File: src/hdl/wsg_pkg.sv
`timescale 1ns / 1ps

package wsg_pkg;

  localparam int unsigned WSG_NUM_WAYPOINTS = 5;
  localparam int unsigned WSG_PATH_STEP_DIV = 10;
  localparam int unsigned WSG_WP_IDX_W = 3;

  localparam logic signed [31:0] Q_ONE = 32'sd65536;
  localparam logic signed [31:0] Q_FOUR = 32'sd262144;

  localparam logic [30:0] GUARD_LIMIT_RST = 31'd196608;
  localparam logic [19:0] ARRIVE_RADIUS_RST = 20'd3277;

  typedef enum logic [2:0] {
    ACT_POSITION = 3'd0,
    ACT_TICK     = 3'd1,
    ACT_RESET    = 3'd2,
    ACT_LOITER   = 3'd3,
    ACT_PATH     = 3'd4,
    ACT_SETPOINT = 3'd5,
    ACT_MODE     = 3'd6
  } action_e;

  typedef enum logic [1:0] {
    MODE_MISSION  = 2'd0,
    MODE_MANUAL   = 2'd1,
    MODE_OFFBOARD = 2'd2,
    MODE_OTHER    = 2'd3
  } flight_mode_e;

  typedef enum logic [2:0] {
    REG_GUARD_LIMIT   = 3'd0,
    REG_ARRIVE_RADIUS = 3'd1,
    REG_HOME_X        = 3'd2,
    REG_HOME_Y        = 3'd3,
    REG_HOME_Z        = 3'd4
  } cfg_reg_e;

  typedef struct packed {
    logic signed [31:0] x;
    logic signed [31:0] y;
    logic signed [31:0] z;
  } coord_t;

  typedef struct packed {
    logic [2:0]         action;
    logic               enable_flag;
    logic signed [31:0] pos_x;
    logic signed [31:0] pos_y;
    logic signed [31:0] pos_z;
    logic [1:0]         flight_mode;
  } in_item_t;

  typedef struct packed {
    logic signed [31:0] sp_x;
    logic signed [31:0] sp_y;
    logic signed [31:0] sp_z;
    logic [31:0]        sequence_res;
    logic               guard_tripped;
  } out_item_t;

  typedef struct packed {
    logic [30:0] guard_limit;
    logic [19:0] arrive_radius;
    coord_t      home;
  } cfg_t;

  function automatic coord_t wp_point(input logic [WSG_WP_IDX_W-1:0] idx);
    coord_t c;
    case (idx)
      3'd1: c = '{x: 32'sd0, y: Q_ONE, z: Q_FOUR};
      3'd2: c = '{x: Q_ONE, y: Q_ONE, z: Q_FOUR};
      3'd3: c = '{x: Q_ONE, y: 32'sd0, z: Q_FOUR};
      default: c = '{x: 32'sd0, y: 32'sd0, z: Q_FOUR};
    endcase
    return c;
  endfunction

endpackage

File: src/hdl/wsg_cfg_regs.sv
`timescale 1ns / 1ps

module wsg_cfg_regs
  import wsg_pkg::*;
(
  input  logic        clk_i,
  input  logic        rst_ni,
  input  logic        cfg_valid_i,
  input  logic [2:0]  cfg_index_i,
  input  logic [31:0] cfg_data_i,
  output cfg_t        cfg_o
);

  cfg_t cfg_q, cfg_d;

  always_comb begin
    cfg_d = cfg_q;
    if (cfg_valid_i) begin
      case (cfg_reg_e'(cfg_index_i))
        REG_GUARD_LIMIT:   cfg_d.guard_limit = cfg_data_i[30:0];
        REG_ARRIVE_RADIUS: cfg_d.arrive_radius = cfg_data_i[19:0];
        REG_HOME_X:        cfg_d.home.x = cfg_data_i;
        REG_HOME_Y:        cfg_d.home.y = cfg_data_i;
        REG_HOME_Z:        cfg_d.home.z = cfg_data_i;
        default:           cfg_d = cfg_q;
      endcase
    end
  end

  always_ff @(posedge clk_i or negedge rst_ni) begin
    if (!rst_ni) begin
      cfg_q.guard_limit   <= GUARD_LIMIT_RST;
      cfg_q.arrive_radius <= ARRIVE_RADIUS_RST;
      cfg_q.home.x        <= 32'sd0;
      cfg_q.home.y        <= 32'sd0;
      cfg_q.home.z        <= Q_FOUR;
    end else begin
      cfg_q <= cfg_d;
    end
  end

  assign cfg_o = cfg_q;

endmodule

File: config.mk
export PLATFORM = sky130hd
export DESIGN_NAME = wsg_cfg_regs
export DESIGN_NICKNAME = d
export VERILOG_FILES = /design/src/hdl/wsg_pkg.sv /design/src/hdl/wsg_cfg_regs.sv
export SDC_FILE = /design/constraint.sdc
export NUM_CORES = 1
export LEC_CHECK = 0
export BUFFER_PORTS_ARGS = -buffer_cell sky130_fd_sc_hd__buf_2
export CAP_MARGIN = 0
export CORE_ASPECT_RATIO = 1.2
export CORE_MARGIN = 1
export CORE_UTILIZATION = 46
export CTS_CLUSTER_DIAMETER = 40
export DETAILED_ROUTE_END_ITERATION = 16
export PLACE_DENSITY_LB_ADDON = 0.3
export RECOVER_POWER = 50
export SLEW_MARGIN = 20
export SYNTH_ARGS = -nofsm -noshare
export SYNTH_HDL_FRONTEND = slang
export SYNTH_SLANG_ARGS = --single-unit
export TNS_END_PERCENT = 1
File: constraint.sdc
create_clock -name clk_i -period 0.8 [get_ports clk_i]
set_input_delay 0.16 -clock clk_i [delete_from_list [all_inputs] [get_ports clk_i]]
set_output_delay 0.16 -clock clk_i [all_outputs]
set_load 0.02 [all_outputs]
==> results of run 1 <==
power by group through the flow:
stage	clock, mW	combinational [mW]	sequential, mW
2_1_floorplan	0	1.96	12.2
3_5_place_dp	0	6.60	10.2
4_1_cts	7.87	7.11	10.2
3_3_place_gp	0	6.47	10.1
6_report	7.72	7.32	10.2
5_1_grt	8.16	7.69	10.4
stage by stage:
step | TNS, ps | area (um^2) | setup slack, ps
floorplan | -44900 | 5840 | -374
detailed placement | -83130 | 7140 | -691
CTS | -60290 | 8010 | -470
global route | -70130 | 8140 | -495
global placement | -80810 | 7140 | -651
finish | -59510 | 8140 | -462
per-layer routing:
layer  up-vias  wire length, um  GRT usage
li1       1548                -          -
met1      1814             5540      0.271
met2       121             6820      0.351
met3        11              792     0.0641
met4         0              125     0.0597
met5         -                0          0
final timing paths:
path / endpoint / slack, ps / cells past startpoint
setup / recovery: cfg_o[18] / -460 / 1
hold / removal: cfg_o[140] / 10 / 2
setup reg to reg: cfg_o[15] / -10 / 1
hold reg to reg: cfg_o[140] / 480 / 1
max in group asynchronous: cfg_o[65] / -50 / 4
min in group asynchronous: cfg_o[10] / 150 / 2
logic make-up after synthesis:
logic type / count (synthesis) / share of synthesized area
AND/OR/NAND/NOR: 5 / 0.0122
buffers and inverters: 16 / 0.0341
multiplexers: 147 / 0.322
flip-flops: 147 / 0.632
cells in the final DEF, fill, tap and decap left out, types with 6 or more instances in the layout:
cell type and n:
dfrtp_1 137, buf_2 132, mux2_4 81, mux2_2 64
buf_6 51, clkbuf_16 17, buf_12 14, dfstp_2 10
buf_4 7, inv_6 6
Yosys cell counts:
library cell | count | share of area
nand4b_2 | 1 | 0.0026
and4bb_2 | 1 | 0.0021
nor4b_4 | 1 | 0.0041
buf_2 | 3 | 0.0026
mux2_1 | 2 | 0.0039
mux2_4 | 60 | 0.15
dfrtp_1 | 137 | 0.59
buf_12 | 6 | 0.021
mux2_2 | 85 | 0.16
buf_6 | 3 | 0.0058
dfstp_2 | 10 | 0.045
nor4bb_1 | 2 | 0.0034
buf_4 | 4 | 0.0051
cell type report:
cell class              instances  area, um^2  share of cell area
multi-input cells             152        2060               0.253
clock buffers                  17         425              0.0523
well taps                     161         201              0.0248
flip-flops and latches        147        3690               0.453
repair buffers                208        1610               0.198
clock inverters                15         148              0.0181
repair_timing:
action / 4_1_cts / 5_1_grt
hold buffers: 1 / 0
resized for setup: 87 / 46
endpoints found under the setup margin: 262 / 257
setup buffers: 0 / 0
hold endpoints to repair: 141 / 0
pin swaps: 2 / 1
==> flow_metrics.py, run 1 <==
metrics = {
    "status": {
        "status": "finished with violations",
        "violations": "setup timing",
    },
    "grt": {
        "grt_pass1_vias": 3779,
        "grt_max_degree": 49,
        "grt_usage": 0.212,
        "antenna_found_initial": 0,
        "grt_pass1_wl_um": 21200,
        "gr-total-overflow": 0,
    },
    "sta": {
        "period_needed_ps": 1260,
        "fin_crit_sh": 1.58,
        "clock.fmax_ghz": 0.793,
        "setup_violations": 286,
        "rsz0062_at_grt": "true",
        "worst_pin_slew_ps": 349,
        "hold_slack_ps": 13.1,
        "setup_slack_ps": -462,
        "slew_violations": 0,
        "hold_viol": 0,
        "slew_headroom": 0.767,
        "skew_ps": 0,
    },
    "placement": {
        "hpwlAfterDp_um": 9180,
        "place_inst": 667,
        "place.gp.congestion": 0.762,
        "place.port_buffers": 184,
    },
    "logic_synthesis": {
        "yosysSeqAreaShare": 0.632,
        "yosysWarnings": 0,
        "synth_cell_type_count": 13,
        "synth-seq-cells": 147,
        "syn_area_um2": 5840,
        "syn_nets": 353,
        "synthCells": 315,
        "syn_area_per_cell_um2": 18.5,
    },
    "setup_path": {
        "reg2reg_from": "cfg_o[15]",
        "arrival_ps": 1100,
        "slowest_delay_ps": 560,
        "crit_fanout": 2,
        "cp_num_buf_inv": 1,
        "critPathTopFamily": "flip-flops",
        "cp-end-kind": "output pin",
        "cp-startpoint": "cfg_o[18]",
        "startpoint_type": "flip-flop",
        "required_ps": 640,
        "path_cells": "buf_6",
        "critPathKind": "flip-flop to output pin",
        "slowest_stage": "dfstp_2",
    },
    "power": {
        "power_mw": 25.3,
        "swShare": 0.319,
        "power.switching_mw": 8.07,
        "p_leak_nw": 3.94,
        "ir_drop_mv": 1.38,
        "power.density_nw_per_um2": 3100,
        "p_seq_frac": 0.405,
        "combinationalPowerShare": 0.290,
        "power.internal_mw": 17.2,
        "clockPowerShare": 0.306,
    },
    "final_layout": {
        "largest_reg_flops": 147,
        "fin_nets": 564,
        "utilization": 0.666,
        "syn_to_final_growth_pct": 39.3,
        "instances_no_fill": 700,
        "drive_above_1_share": 0.740,
        "nFillCells": 872,
        "antenna_cells": 0,
    },
    "drt": {
        "drc": 0,
        "wl_um": 13300,
        "vias_per_cell": 4.99,
        "post_drt_wl_per_cell_um": 19.0,
        "drtAntennaViolNets": 0,
        "first_pass_iters": 4,
        "drt_iter0_drc": 103,
        "vias": 3494,
    },
    "job": {
        "max_cap_violations": 0,
    },
    "clock_tree": {
        "cts_tree": "yes",
        "htreeDepth": 4,
        "clock_path_buffers": 2,
        "cts_buffers": 17,
        "cts_root_buf": "clkbuf_16",
        "clk_latency_ps": 410,
        "clk_pin_slew_worst_paths_ps": 70,
        "cts.sinks": 147,
    },
    "die": {
        "pin_count": 185,
        "rows": 44,
        "core_region_area_um2": 12200,
        "die_y_um": 125,
        "initial_utilization": 0.478,
        "fp.dieW_um": 105,
        "die_area_um2": 13200,
    },
    "worst_hold_path": {
        "hp-start": "cfg_data_i[24]",
        "hp-class": "primary input to flip-flop",
    },
}
No activity file was read; power rests on OpenSTA's default activity.
==> run 2: changes to the inputs <==
- BUFFER_PORTS_ARGS: -buffer_cell sky130_fd_sc_hd__buf_2 -> -buffer_cell sky130_fd_sc_hd__buf_4
==> run 2 against run 1 <==
Effect of this change:
- the run still ends with setup timing left
- setup slack gained 30 ps
- global-route usage grew 0.95 points
- clock power grew 2%
- register-to-register slack is essentially flat
- critical path depth is the same
- first-iteration DRC count shrank 17%
- clock-buffer cell count grew 2
- via count grew 0.72%
- critical path type unchanged
- critical endpoint is now cfg_o[107]
- largest power group unchanged
==> flow_metrics.py, run 2 (synthesis gave the netlist of run 1 again) <==
metrics = {
    "sta": {
        "tns_ps": -63610,
        "slew_violations": 0,
        "skew_ps": 0,
        "worst_pin_slew_ps": 588,
        "setup_slack_ps": -432,
        "slew_headroom": 0.608,
        "rsz0062_at_grt": "true",
        "hold_viol": 0,
        "clock.fmax_ghz": 0.812,
        "hold_slack_ps": 1.88,
        "setup_violations": 385,
        "fin_crit_sh": 1.54,
        "period_needed_ps": 1230,
    },
    "setup_path": {
        "slowest_stage": "dfstp_2",
        "path_cells": "buf_6",
        "cp-end-kind": "output pin",
        "slowest_delay_ps": 550,
        "startpoint_type": "flip-flop",
        "required_ps": 640,
        "r2r_slack_ps": -10,
        "critPathKind": "flip-flop to output pin",
        "cp_num_buf_inv": 1,
        "critPathTopFamily": "flip-flops",
        "crit_fanout": 2,
        "arrival_ps": 1070,
    },
    "final_layout": {
        "fin_area_um2": 8950,
        "final_common_cell": "buf_6",
        "drive_above_1_share": 0.720,
        "largest_reg_flops": 147,
        "antenna_cells": 0,
        "mostFrequentLayoutCells": "158 x buf_6, 137 x dfrtp_1, 85 x mux2_4",
        "nFillCells": 753,
        "fin_nets": 567,
        "syn_to_final_growth_pct": 53.2,
    },
    "drt": {
        "drc": 0,
        "drt_iter0_drc": 85,
        "post_drt_wl_per_cell_um": 19.8,
        "top_layer_used": "met4",
        "vias_per_cell": 5.01,
        "wl_um": 13900,
        "wirelength_met1_um": 5570,
        "wl_met3_um": 908,
        "wl_met2_um": 7340,
        "drtAntennaViolNets": 0,
        "first_pass_iters": 4,
        "vias": 3519,
    },
    "clock_tree": {
        "clk_pin_slew_worst_paths_ps": 60,
        "cts.sinks": 147,
        "cts_root_buf": "clkbuf_16",
        "post_cts_buffers": 0,
        "clock_path_buffers": 2,
        "cts_tree": "yes",
        "cts_buffers": 17,
        "htreeDepth": 4,
        "clk_latency_ps": 410,
        "holdBufCountCts": 12,
    },
    "grt": {
        "grt_pass1_wl_um": 22100,
        "antenna_found_initial": 0,
        "grt_usage": 0.222,
        "grt_max_degree": 37,
        "grt_pass1_vias": 3950,
        "gr-total-overflow": 0,
    },
    "power": {
        "power.density_nw_per_um2": 3030,
        "p_leak_nw": 4.22,
        "power_mw": 27.2,
        "ir_drop_mv": 1.77,
    },
    "placement": {
        "place.gp.congestion": 0.736,
        "pre_cts_slack_ps": -655,
        "place_area_um2": 7510,
        "hpwlAfterDp_um": 9200,
        "place.port_buffers": 184,
    },
    "die": {
        "rows": 44,
        "die_y_um": 125,
        "die_area_um2": 13200,
        "initial_utilization": 0.478,
        "core_region_area_um2": 12200,
        "pin_count": 185,
        "fp.dieW_um": 105,
    },
    "job": {
        "max_cap_violations": 0,
    },
    "status": {
        "status": "finished with violations",
        "violations": "setup timing",
    },
    "worst_hold_path": {
        "hp-class": "primary input to flip-flop",
    },
}
## run 2: changes by cell type in the layout (fill, tap and decap cells not counted), sizes merged
cell / previous run / this run
buf: 206 / 198
dlygate4sd3: 1 / 9
inv: 8 / 3
dlymetal6s4s: 0 / 3
clkbuf: 18 / 20
clkinv: 4 / 6
bufinv: 1 / 2
## run 2: layout make-up
cell class | instances | area [um^2] | share of cell area
clock buffers | 19 | 443 | 0.0495
clock inverters | 13 | 150 | 0.0168
multi-input cells | 152 | 2080 | 0.232
flip-flops and latches | 147 | 3690 | 0.412
well taps | 161 | 201 | 0.0225
repair buffers | 211 | 2390 | 0.267
## run 2: power by group
group,internal (mW),switching [mW],leakage [nW],total [mW]
Sequential,9.18,1.33,1.75,10.5
Clock,4.72,3.17,0.285,7.89
Combinational,5.05,3.72,2.19,8.77
## run 2: routing by layer
| layer | vias to the layer above | GRT usage |
|---|---|---|
| met5 | - | 0 |
| met4 | 0 | 0.0696 |
| met3 | 5 | 0.0709 |
| met2 | 118 | 0.377 |
| met1 | 1838 | 0.268 |
| li1 | 1558 | - |
## run 2: through the flow
step	utilization	std cells
2_1_floorplan	-	315
3_3_place_gp	0.614	659
3_5_place_dp	0.614	659
4_1_cts	0.725	703
5_1_grt	0.732	703
6_report	0.732	703
## run 2: path summary, 6_finish.rpt
path                                 from    endpoint  cells after the start
min in group asynchronous          rst_ni   cfg_o[75]                      2
setup / recovery               cfg_o[107]  cfg_o[107]                      1
hold reg to reg                cfg_o[141]  cfg_o[141]                      1
setup reg to reg                cfg_o[25]   cfg_o[25]                      1
max in group asynchronous          rst_ni  cfg_o[107]                      3
hold / removal             cfg_data_i[25]  cfg_o[141]                      2
## run 2: repair_timing
action	CTS	global route
hold endpoints to repair	158	1
resized for setup	169	27
pin swaps	2	2
setup endpoints to repair	262	273
==> run 3: changes to the inputs <==
- ABC_AREA: not set -> 1
- CORE_UTILIZATION: 46 -> 50
- clock period: 0.8 -> 1.2 ns (I/O delays scaled with it)
==> run 3 against run 2 <==
Effect of this change:
- the flow still finishes with violations (setup timing)
- synthesized cell count grew 110%
- hold slack improved by 53 ps
- clock-buffer cell count fell by 1
- die area is 8.9% lower
- setup slack better by 300 ps
- sequential power down 36%
- critical path type unchanged
- largest power group unchanged
- highest routed layer unchanged
==> flow_metrics.py, run 3 <==
metrics = {
    "status": {
        "status": "finished with violations",
        "violations": "setup timing",
    },
    "logic_synthesis": {
        "yosysSeqAreaShare": 0.639,
        "synth_cell_type_count": 11,
        "yosys.cell_count.top_type": "nand2_1",
        "synth-seq-cells": 147,
        "synthArstFlopShare": 1.00,
        "yosysWarnings": 0,
        "synthCells": 648,
        "ys.flop_type": "dfrtp_1",
        "syn_area_per_cell_um2": 8.91,
        "synth.top_cell.area_share": 0.594,
        "synth_top_cell_by_area": "dfrtp_1",
        "syn_nets": 686,
        "ys_top_cells_by_area": "dfrtp_1 59%, nand2_1 22%, nand3_1 10%",
        "syn_area_um2": 5770,
        "synth_edf_count": 0,
        "synthTopCellsByCount": "334 x nand2_1, 137 x dfrtp_1, 115 x nand3_1, 35 x buf_2, 10 x dfstp_2",
    },
    "setup_path": {
        "path_cells": "buf_6",
        "slowest_delay_ps": 550,
        "startpoint_type": "flip-flop",
        "critPathTopFamily": "flip-flops",
        "arrival_ps": 1090,
        "slowest_stage": "dfstp_2",
        "crit_fanout": 2,
        "required_ps": 960,
        "reg2reg_from": "cfg_o[133]",
        "cp-end-kind": "output pin",
        "critPathKind": "flip-flop to output pin",
        "cp-startpoint": "cfg_o[107]",
        "cp_num_buf_inv": 1,
    },
    "die": {
        "pin_count": 185,
        "core_region_area_um2": 11100,
        "fp.dieW_um": 100,
        "rows": 42,
        "die_area_um2": 12000,
        "die_y_um": 120,
        "initial_utilization": 0.518,
    },
    "grt": {
        "grt_pass1_vias": 5407,
        "grt_pass1_wl_um": 28500,
        "grt_max_degree": 43,
        "antenna_found_initial": 0,
        "gr-total-overflow": 0,
        "grt_usage": 0.318,
    },
    "drt": {
        "wl_met3_um": 1500,
        "drc": 0,
        "drt_iter0_drc": 430,
        "wl_met2_um": 9090,
        "post_drt_wl_per_cell_um": 17.9,
        "drtAntennaViolNets": 0,
        "first_pass_iters": 5,
        "vias_per_cell": 5.37,
        "wl_um": 18000,
        "wirelength_met1_um": 6610,
        "top_layer_used": "met4",
        "vias": 5406,
    },
    "final_layout": {
        "instances_no_fill": 1007,
        "fin_nets": 878,
        "largest_reg_flops": 147,
        "drive_above_1_share": 0.302,
        "mostFrequentLayoutCells": "334 x nand2_1, 149 x buf_6, 137 x dfrtp_1",
        "final_common_cell": "nand2_1",
        "syn_to_final_growth_pct": 49.9,
        "antenna_cells": 0,
    },
    "placement": {
        "place.gp.congestion": 0.882,
        "place_inst": 973,
        "place.port_buffers": 184,
        "hpwlAfterDp_um": 11900,
    },
    "power": {
        "power.internal_mw": 12.0,
        "power.density_nw_per_um2": 2010,
        "clockPowerShare": 0.340,
        "p_seq_frac": 0.385,
        "swShare": 0.313,
        "power_mw": 17.4,
        "p_leak_nw": 4.67,
        "ir_drop_mv": 1.15,
        "combinationalPowerShare": 0.275,
        "power.switching_mw": 5.46,
    },
    "sta": {
        "worst_pin_slew_ps": 735,
        "skew_ps": 0,
        "rsz0062_at_grt": "true",
        "hold_slack_ps": 54.7,
        "period_needed_ps": 1330,
        "tns_ps": -3900,
        "setup_violations": 126,
        "fin_crit_sh": 1.11,
        "hold_viol": 0,
        "slew_headroom": 0.508,
        "clock.fmax_ghz": 0.753,
        "setup_slack_ps": -128,
        "slew_violations": 0,
    },
    "job": {
        "max_cap_violations": 0,
    },
    "worst_hold_path": {
        "hp-class": "primary input to flip-flop",
        "hp-start": "cfg_data_i[20]",
    },
    "clock_tree": {
        "cts_buffers": 17,
        "clk_latency_ps": 420,
        "cts.sinks": 147,
        "cts_root_buf": "clkbuf_16",
        "clk_pin_slew_worst_paths_ps": 60,
        "htreeDepth": 4,
        "cts_tree": "yes",
        "clock_path_buffers": 2,
    },
}
[run 3: final timing paths]
path | endpoint | slack (ps) | cells after the start
setup / recovery | cfg_o[107] | -130 | 1
hold / removal | cfg_o[52] | 50 | 3
setup reg to reg | cfg_o[133] | 380 | 3
hold reg to reg | cfg_o[102] | 470 | 2
max in group asynchronous | cfg_o[98] | 80 | 3
min in group asynchronous | cfg_o[9] | 350 | 2
[run 3: per-layer routing]
| layer | global-route usage | vias to the layer above |
|---|---|---|
| li1 | - | 2428 |
| met1 | 0.382 | 2614 |
| met2 | 0.528 | 307 |
| met3 | 0.0804 | 57 |
| met4 | 0.165 | 0 |
| met5 | 0 | - |
[run 3: kinds of logic after synthesis]
family | Yosys count | share of synthesized area
flip-flops | 147 | 0.639
AND/OR/NAND/NOR | 454 | 0.322
buffers and inverters | 47 | 0.0388
[run 3: final cells by class]
cell class / count / area (um^2)
Sequential cell: 147 / 3690
Fill cell: 735 / 2480
Timing Repair Buffer: 214 / 2230
Multi-Input combinational cell: 454 / 1860
Clock buffer: 18 / 439
Clock inverter: 14 / 224
Tap cell: 154 / 193
Inverter: 6 / 22.5
[run 3: repair_timing]
action                                 in CTS  in global routing
hold buffers                                1                  0
setup endpoints to repair                 141                146
endpoints found under the hold margin     124                  0
pin swaps                                   0                  0
buffers inserted                            0                  1
gates resized for setup                   141                  6
[run 3: metrics by stage]
| stage | worst slack, ps | util | area, um^2 |
|---|---|---|---|
| global placement | 10.8 | 0.672 | 7480 |
| floorplan | 211 | - | 5770 |
| detailed placement | -59.1 | 0.672 | 7480 |
| finish | -128 | 0.777 | 8660 |
| CTS | -139 | 0.780 | 8690 |
| global route | -144 | 0.777 | 8660 |
[run 3: worst register-to-register path: stages, from the launching register on]
cell and delay, ps:
dfstp_2 540, buf_4 100, nand2_1 50, nand2_1 60
[run 3: power groups by stage]
stage	Sequential, mW	Clock (mW)	Combinational, mW
2_1_floorplan	7.66	0	0.868
4_1_cts	6.68	5.94	4.78
5_1_grt	6.79	6.19	5.09
3_3_place_gp	6.53	0	4.11
3_5_place_dp	6.57	0	4.21
6_report	6.70	5.93	4.79
